### config.mk
export PLATFORM = sky130hd
export DESIGN_NAME = potbc_fifo
export DESIGN_NICKNAME = d
export VERILOG_FILES = /design/src/hw/rtl/potbc_pkg.sv /design/src/hw/rtl/potbc_fifo.sv
export SDC_FILE = /design/constraint.sdc
export NUM_CORES = 1
export LEC_CHECK = 0
export BUFFER_PORTS_ARGS = -buffer_cell sky130_fd_sc_hd__buf_2
export CAP_MARGIN = 40
export CORE_ASPECT_RATIO = 0.7
export CORE_MARGIN = 1
export CORE_UTILIZATION = 35
export DETAILED_ROUTE_END_ITERATION = 8
export PLACE_DENSITY = 0.52
export REMOVE_ABC_BUFFERS = 1
export SLEW_MARGIN = 20
export SYNTH_ARGS = -nofsm -noshare
export SYNTH_HDL_FRONTEND = slang
export SYNTH_SLANG_ARGS = --single-unit
### constraint.sdc
create_clock -name clk -period 5.4 [get_ports clk]
set_input_delay 1.35 -clock clk [delete_from_list [all_inputs] [get_ports clk]]
set_output_delay 1.35 -clock clk [all_outputs]
set_load 0.02 [all_outputs]
### src/hw/rtl/potbc_pkg.sv
`timescale 1ns / 1ps

package potbc_pkg;

    // Fixed point formats
    localparam int AXIS_FRAC = 14;
    localparam logic signed [15:0] AXIS_ONE = 16'sd16384;
    localparam logic signed [15:0] AXIS_NEG_ONE = -16'sd16384;

    // Region codes on the result
    localparam logic [3:0] REGION_INSIDE       = 4'd0;
    localparam logic [3:0] REGION_LEFT         = 4'd1;
    localparam logic [3:0] REGION_RIGHT        = 4'd2;
    localparam logic [3:0] REGION_BOTTOM       = 4'd3;
    localparam logic [3:0] REGION_TOP          = 4'd4;
    localparam logic [3:0] REGION_LEFT_TOP     = 4'd5;
    localparam logic [3:0] REGION_LEFT_BOTTOM  = 4'd6;
    localparam logic [3:0] REGION_RIGHT_TOP    = 4'd7;
    localparam logic [3:0] REGION_RIGHT_BOTTOM = 4'd8;

    // Face direction codes, also the inside tie order
    localparam logic [1:0] DIR_LEFT   = 2'd0;
    localparam logic [1:0] DIR_RIGHT  = 2'd1;
    localparam logic [1:0] DIR_BOTTOM = 2'd2;
    localparam logic [1:0] DIR_TOP    = 2'd3;

    // Configuration register indexes
    localparam logic [2:0] CFG_CENTER_X    = 3'd0;
    localparam logic [2:0] CFG_CENTER_Y    = 3'd1;
    localparam logic [2:0] CFG_HALF_WIDTH  = 3'd2;
    localparam logic [2:0] CFG_HALF_HEIGHT = 3'd3;
    localparam logic [2:0] CFG_AXIS_COS    = 3'd4;
    localparam logic [2:0] CFG_AXIS_SIN    = 3'd5;

    localparam int FIFO_DEPTH = 4;
    localparam logic signed [31:0] INT32_MAX = 32'sh7FFF_FFFF;
    localparam logic signed [31:0] INT32_MIN = 32'sh8000_0000;

    typedef struct packed {
        logic signed [31:0] center_x;
        logic signed [31:0] center_y;
        logic [30:0]        half_width;
        logic [30:0]        half_height;
        logic signed [15:0] axis_cos;
        logic signed [15:0] axis_sin;
    } cfg_t;

    // Classified item between front and back
    typedef struct packed {
        logic [3:0]         region;
        logic               corner;
        logic               ex_neg;
        logic               ey_neg;
        logic [34:0]        ax;
        logic [34:0]        ay;
        logic signed [31:0] sdist;
        logic signed [15:0] lnx;
        logic signed [15:0] lny;
    } entry_t;

    // Item data carried beside the back arithmetic
    typedef struct packed {
        logic [3:0]         region;
        logic               corner;
        logic               ex_neg;
        logic               ey_neg;
        logic               sat;
        logic signed [31:0] sdist;
        logic signed [15:0] lnx;
        logic signed [15:0] lny;
        logic [30:0]        na;
        logic [30:0]        nb;
    } side_t;

    function automatic logic signed [31:0] sat32(input logic signed [37:0] v);
        logic signed [31:0] r;
        if ((v[37:31] == 7'h00) || (v[37:31] == 7'h7F))
        begin
            r = v[31:0];
        end
        else if (v[37])
        begin
            r = INT32_MIN;
        end
        else
        begin
            r = INT32_MAX;
        end
        return r;
    endfunction

    function automatic logic signed [15:0] clamp_axis(input logic signed [18:0] v);
        logic signed [15:0] r;
        if (v > 19'sd16384)
        begin
            r = AXIS_ONE;
        end
        else if (v < -19'sd16384)
        begin
            r = AXIS_NEG_ONE;
        end
        else
        begin
            r = v[15:0];
        end
        return r;
    endfunction

endpackage

### src/hw/rtl/potbc_fifo.sv
`timescale 1ns / 1ps

module potbc_fifo #(
    parameter int DEPTH = 4
) (
    input  logic                  clk,
    input  logic                  rst_n,
    input  logic                  push,
    input  potbc_pkg::entry_t     push_data,
    input  logic                  pop,
    output potbc_pkg::entry_t     head,
    output logic                  full,
    output logic                  empty
);

    localparam int PTR_W = (DEPTH > 1) ? $clog2(DEPTH) : 1;
    localparam int CNT_W = $clog2(DEPTH + 1);

    potbc_pkg::entry_t mem_reg [0:DEPTH-1];
    logic [PTR_W-1:0] wr_ptr_reg, wr_ptr_next;
    logic [PTR_W-1:0] rd_ptr_reg, rd_ptr_next;
    logic [CNT_W-1:0] count_reg, count_next;

    assign full  = (count_reg == CNT_W'(DEPTH));
    assign empty = (count_reg == '0);
    assign head  = mem_reg[rd_ptr_reg];

    // Advance pointers and fill count
    always_comb
    begin
        wr_ptr_next = wr_ptr_reg;
        rd_ptr_next = rd_ptr_reg;
        count_next  = count_reg;
        if (push)
        begin
            wr_ptr_next = (wr_ptr_reg == PTR_W'(DEPTH - 1)) ? '0 : wr_ptr_reg + 1'b1;
        end
        if (pop)
        begin
            rd_ptr_next = (rd_ptr_reg == PTR_W'(DEPTH - 1)) ? '0 : rd_ptr_reg + 1'b1;
        end
        if (push && !pop)
        begin
            count_next = count_reg + 1'b1;
        end
        else if (pop && !push)
        begin
            count_next = count_reg - 1'b1;
        end
    end

    always_ff @(posedge clk or negedge rst_n)
    begin
        if (!rst_n)
        begin
            wr_ptr_reg <= '0;
            rd_ptr_reg <= '0;
            count_reg  <= '0;
        end
        else
        begin
            wr_ptr_reg <= wr_ptr_next;
            rd_ptr_reg <= rd_ptr_next;
            count_reg  <= count_next;
        end
    end

    // Store the pushed beat
    always_ff @(posedge clk)
    begin
        if (push)
        begin
            mem_reg[wr_ptr_reg] <= push_data;
        end
    end

endmodule

==> reports/summary.txt, run 1 <==
Via total after detailed routing: 9,201
Run status: complete, no violations
Static Leakage: 8.47 nW
Overall die width: 293 um
Cells after synthesis: 774
Share of layout cells above drive strength 1: 46.6%
Iteration-0 DRC count of the detailed router: 520
Final clock period utilization by the worst path: 74.6%
Psw: 4.31 mW
Avg WL per Cell: 20.9 um
Post-synthesis sequential area ratio: 82.5%
Dpl cell area: 23,300 sq um
Number of warnings printed during yosys synthesis: 0
Netlist area before placement: 20,700 sq um
Final Core Density: 43.1%
Time the worst path needs with I/O delays and setup: 4030 ps
Critical Path Start Type: register
Area share of the largest cell type after synthesis: 81.7%
WS Path Type: register to output pin
Number of I/O pins: 288
Final antenna-violating net count: 0
Setup bufs post-CTS: 0
Post-synthesis to final-layout area growth: 21.4%
Via/cell ratio: 4.70
Skew final: 20.8 ps
Starting Density: 35.5%
Worst supply voltage drop on vdd: 0.301 mV
Clock group share of total power: 27.3%
Mean instance size in the synthesized netlist: 26.8 sq um
Final weighted congestion of routability-driven global placement: 0.736
Power density over cell area: 556 nW/um^2
Portion of total power attributed to sequential cells: 42.4%
RSZ-0062 raised after global routing: false
Reg clk slew, reported paths: 60 ps
Initial antenna violation count: 12
Worst EP arrival: 2680 ps
Number of storage elements in the synthesis netlist: 571
Fraction of power consumed by combinational cells: 30.3%
Most used cells in the layout excluding fill and tap cells: 564 x edfxtp_1, 287 x buf_2, 141 x mux4_2
Placeable core area: 58,400 sq um
Most common library cell in the layout ignoring fill and taps: edfxtp_1
Aggregate global-route resource usage: 13.5%
Clock buffers created by TritonCTS: 54
Cell taking the most area after synthesis: edfxtp_1
Placed insts: 1,851
Required time of the critical path: 4050 ps
Final number of max-transition violations: 0
Total Power: 14.0 mW
Clock sink total: 571
Vertical extent of the die: 206 um
Number of optimization iterations in the first detailed-route pass: 4
Sum of net half-perimeters after detailed placement: 25.3 mm
Number of hold violations in the final report: 0
Count of input and output buffers: 287
Number of rows created at floorplan: 74
Class of the tightest hold or removal check: register to register
PostCTS Resize Cnt: 0
Number of H-tree branching levels: 2
Switching part of the total: 30.8%
Clk Latency, worst-skew pair: 590 ps
Die Outline Area: 60,200 sq um
Post-route DRC violation count: 0
Largest fanout on the critical path: 23
Overall overflow remaining after global route: 0
Number of failing setup endpoints in the final timing report: 0
Wire length of the first global-routing pass: 60.5 mm
Max reg flops: 564
Critical Path Sink Type: output pin
Max_cap viols: 0
Sum of negative setup slack: 0 ps
Final instance area: 25,200 sq um
Nets@finish: 1,262
Transition time of the tightest slew-check pin: 779 ps
CTS Hold Buffers Added: 0
Normalized max-slew margin: 48.0%
Number of different library cells in the post-synthesis netlist: 19
Ranking of synthesized cells by area: edfxtp_1 82%, mux4_2 15%, dfrtp_1 0.84%
Cell-internal power: 9.68 mW
Final instance count without filler cells: 1,959
Max Root-Sink Buffers: 3
Root buffer selected by CTS: clkbuf_16
Via count of the first global-routing pass: 9,533
Maximum number of pins on one net before global-route repair: 77
Clock tree from TritonCTS: done
Total wire length: 40.9 mm
Peak Freq: 0.248 GHz
-- layout make-up --
| cell class | instances | area [sq um] |
|---|---|---|
| diodes | 7 | 17.5 |
| clock buffers | 63 | 1450 |
| clock inverters | 37 | 348 |
| fillers | 5036 | 33300 |
| inverters | 4 | 15.0 |
| multi-input cells | 167 | 3410 |
| flip-flops and latches | 571 | 17100 |
| well taps | 798 | 998 |
| repair buffers | 312 | 1820 |
-- critical path, stage by stage, from the launching register on --
cell	delay (ps)
dfrtp_4	790
buf_12	260
buf_4	290
mux4_2	540
buf_2	170
-- stage by stage --
step                      setup slack [ps]  hold slack [ps]
after global routing                  1160              536
after detailed placement              1900              482
after global placement                1840              494
final                                 1370              497
after CTS                             1240              496
after floorplan                      -2180              456
-- kinds of logic after synthesis --
group / after synthesis / synth area share, %
and+or+nand+nor: 11 / 0.272
xor gates and xnor gates: 3 / 0.127
DFF: 571 / 82.5
adders and majority gates: 7 / 0.459
buffers and inverters: 36 / 1.10
AOI/OAI and AO/OA: 2 / 0.0483
muxes: 144 / 15.5
-- cell usage after synthesis --
library cell  instances
fa_1                  1
buf_6                 9
xor2_1                2
o21ai_0               2
mux4_2              141
clkbuf_1              5
nor3b_1               1
edfxtp_1            564
xnor2_1               1
mux2_2                3
buf_4                 1
nor2_1                3
inv_1                 4
dfrtp_1               7
buf_2                17
and2_1                4
ha_1                  6
nor3_1                1
nand2_1               2
-- path summary, 6_finish.rpt --
check / slack [ps] / endpoint / cells past startpoint / start
max: 1370 / head[121] / 4 / rd_ptr_reg[0]
min: 500 / count_reg[2] / 1 / count_reg[2]
max reg2reg: 3210 / mem_reg[0][79] / 4 / wr_ptr_reg[0]
min reg2reg: 500 / count_reg[2] / 1 / count_reg[2]
max in group asynchronous: 4640 / rd_ptr_reg[0] / 1 / rst_n
min in group asynchronous: 580 / count_reg[2] / 1 / rst_n
-- power by group through the flow --
| stage | combinational, mW | clock [mW] | sequential, mW |
|---|---|---|---|
| after CTS | 4.38 | 3.95 | 5.95 |
| after global placement | 4.29 | 0 | 6.07 |
| after global routing | 4.55 | 4.11 | 6.01 |
| after floorplan | 2.76 | 0 | 6.34 |
| final | 4.24 | 3.82 | 5.93 |
| after detailed placement | 4.37 | 0 | 6.05 |
-- metal layers --
| metal | share of wire (%) | global-route usage [%] | wire length, um |
|---|---|---|---|
| met5 | 0.23 | 0 | 95 |
| met4 | 2.3 | 4.13 | 960 |
| met3 | 7.1 | 4.44 | 2920 |
| met2 | 46 | 20.7 | 18900 |
| met1 | 44 | 18.4 | 18000 |
(Power assumes the default switching activity.)
==> run 2, diff against run 1 <==
Settings changed: PLACE_DENSITY 0.52 to 0.54.
Clock period 5.4 ns to 3.46 ns, I/O delays scaled along.
==> run 2 against run 1 <==
Combinational power grew 63%. Cell count is 0.26% higher. Critical path depth unchanged. Non-clock buffer count is 7 higher. Die area is the same.
==> reports/summary.txt, run 2 (synthesis gave the netlist of run 1 again) <==
Run status: complete, no violations
Post-route DRC violation count: 0 (unchanged)
Starting Density: 35.5% (unchanged)
WS Path Type: register to output pin
Clock sink total: 571 (unchanged)
Final Core Density: 43.3% (+0.23 points)
Final instance area: 25,300 sq um (+0.54%)
Time the worst path needs with I/O delays and setup: 3230 ps
Maximum number of pins on one net before global-route repair: 67 (-13%)
Worst supply voltage drop on vdd: 0.601 mV (+99%)
Total wire length: 42.0 mm (+2.8%)
Peak Freq: 0.310 GHz
Number of I/O pins: 288 (unchanged)
Share of layout cells above drive strength 1: 47.4% (+0.76 points)
Clock group share of total power: 27.9% (+0.6 points)
Max_cap viols: 0 (unchanged)
Iteration-0 DRC count of the detailed router: 509 (-2.1%)
Number of failing setup endpoints in the final timing report: 0 (unchanged)
Filler instances: 5,052 (+0.32%)
Avg WL per Cell: 21.4 um (+2.5%)
End of the worst register-to-register path: mem_reg[0][56]
Clock tree from TritonCTS: done
Most common library cell in the layout ignoring fill and taps: edfxtp_1
Clk Latency, worst-skew pair: 590 ps (about the same)
Clock buffers created by TritonCTS: 55 (+1.9%)
Wire length of the first global-routing pass: 62.2 mm (+2.7%)
Number of hold violations in the final report: 0 (unchanged)
Skew final: 9.99 ps (-10.8 ps)
Worst EP arrival: 2360 ps (-320 ps)
Vertical extent of the die: 206 um (unchanged)
Number of optimization iterations in the first detailed-route pass: 4 (unchanged)
Most used cells in the layout excluding fill and tap cells: 564 x edfxtp_1, 287 x buf_2, 141 x mux4_2
Overall overflow remaining after global route: 0 (unchanged)
Via/cell ratio: 4.73 (+0.79%)
Critical Path Start Type: register
Final worst slack: 232 ps (-1140 ps)
Area taken by flip-flops and latches: 17,100 sq um (unchanged)
Transition time of the tightest slew-check pin: 527 ps (-252 ps)
Initial antenna violation count: 8 (-4)
CTS Hold Buffers Added: 0 (unchanged)
Max Root-Sink Buffers: 3 (unchanged)
Aggregate global-route resource usage: 13.9% (+0.32 points)
Static Leakage: 8.55 nW (+0.97%)
Number of rows created at floorplan: 74 (unchanged)
PostCTS Resize Cnt: 0 (unchanged)
Worst setup slack for register-to-register paths: 1600 ps (-1610 ps)
Max reg flops: 564 (unchanged)
Normalized max-slew margin: 64.8% (+17 points)
Cell-internal power: 15.4 mW (+59%)
Required time of the critical path: 2590 ps (-1460 ps)
Die Outline Area: 60,200 sq um (unchanged)
Number of cells traversed by the worst register-to-register path: 4 (unchanged)
Switching part of the total: 30.7% (-0.13 points)
Placeable core area: 58,400 sq um (unchanged)
Reg clk slew, reported paths: 60 ps (about the same)
Final weighted congestion of routability-driven global placement: 0.703 (-4.4%)
Sum of net half-perimeters after detailed placement: 25.5 mm (+0.74%)
Root buffer selected by CTS: clkbuf_16
Class of the tightest hold or removal check: input port to asynchronous set/reset pin
Post-synthesis to final-layout area growth: 22.0%
Psw: 6.83 mW (+58%)
Combined area of the multi-input logic cells: 3410 sq um (unchanged)
Final antenna-violating net count: 0 (unchanged)
Nets@finish: 1,270 (+0.63%)
Critical Path Sink Type: output pin
Count of input and output buffers: 287 (unchanged)
Fraction of power consumed by combinational cells: 31.0% (+0.7 points)
Portion of total power attributed to sequential cells: 41.0% (-1.4 points)
Number of H-tree branching levels: 2 (unchanged)
Largest fanout on the critical path: 27 (+17%)
Final instance count without filler cells: 1,964 (+0.26%)
Placed insts: 1,859 (+0.43%)
Via count of the first global-routing pass: 9,612 (+0.83%)
Worst slack at placement: 791 ps (-1110 ps)
Setup bufs post-CTS: 0 (unchanged)
Via total after detailed routing: 9,297 (+1.0%)
Power density over cell area: 879 nW/um^2 (+58%)
Final clock period utilization by the worst path: 93.3%
Final number of max-transition violations: 0 (unchanged)
RSZ-0062 raised after global routing: false
Hold Worst Slack: 113 ps (-383 ps)
Dpl cell area: 23,400 sq um (+0.39%)
Overall die width: 293 um (unchanged)
Worst reg2reg startpoint: wr_ptr_reg[0]
[run 2: metal layers]
metal	vias to the layer above	GRT usage, %	wire length, um
li1	4052	-	-
met1	4917	20.2	19300
met2	239	20.2	18700
met3	75	4.19	3070
met4	14	3.55	749
met5	-	0	101
[run 2: power by group through the flow]
stage               Clock, mW  Combinational [mW]  Sequential, mW
floorplan                   0                3.74            9.78
global placement            0                7.08            9.25
detailed placement          0                7.10            9.29
CTS                      6.39                7.11            9.15
global route             6.63                7.41            9.22
finish                   6.21                6.90            9.13
[run 2: worst max-delay path, stage by stage, from the launching register on]
cell and delay, ps:
dfrtp_4 490, buf_12 250, buf_4 270, mux4_2 540, buf_2 180
[run 2: area by class of cell]
class	instances	share of cell area, %
flip-flops and latches	571	67.6
multi-input cells	167	13.5
repair buffers	319	7.47
clock buffers	75	5.98
well taps	798	3.95
clock inverters	27	1.41
inverters	4	0.0593
diodes	3	0.0297
[run 2: worst max path at each step]
stage | startpoint | slack [ps] | end
floorplan | rd_ptr_reg[0] | -3630 | head[0]
global placement | rd_ptr_reg[0] | 840 | head[43]
detailed placement | rd_ptr_reg[0] | 790 | head[43]
CTS | rd_ptr_reg[0] | 140 | head[43]
global route | rd_ptr_reg[0] | 100 | head[43]
finish | rd_ptr_reg[0] | 230 | head[43]
[run 2: per-stage QoR]
stage	power (mW)	setup TNS, ps
2_1_floorplan	13.5	-1156470
3_3_place_gp	16.3	0
3_5_place_dp	16.4	0
4_1_cts	22.6	0
5_1_grt	23.3	0
6_report	22.2	0
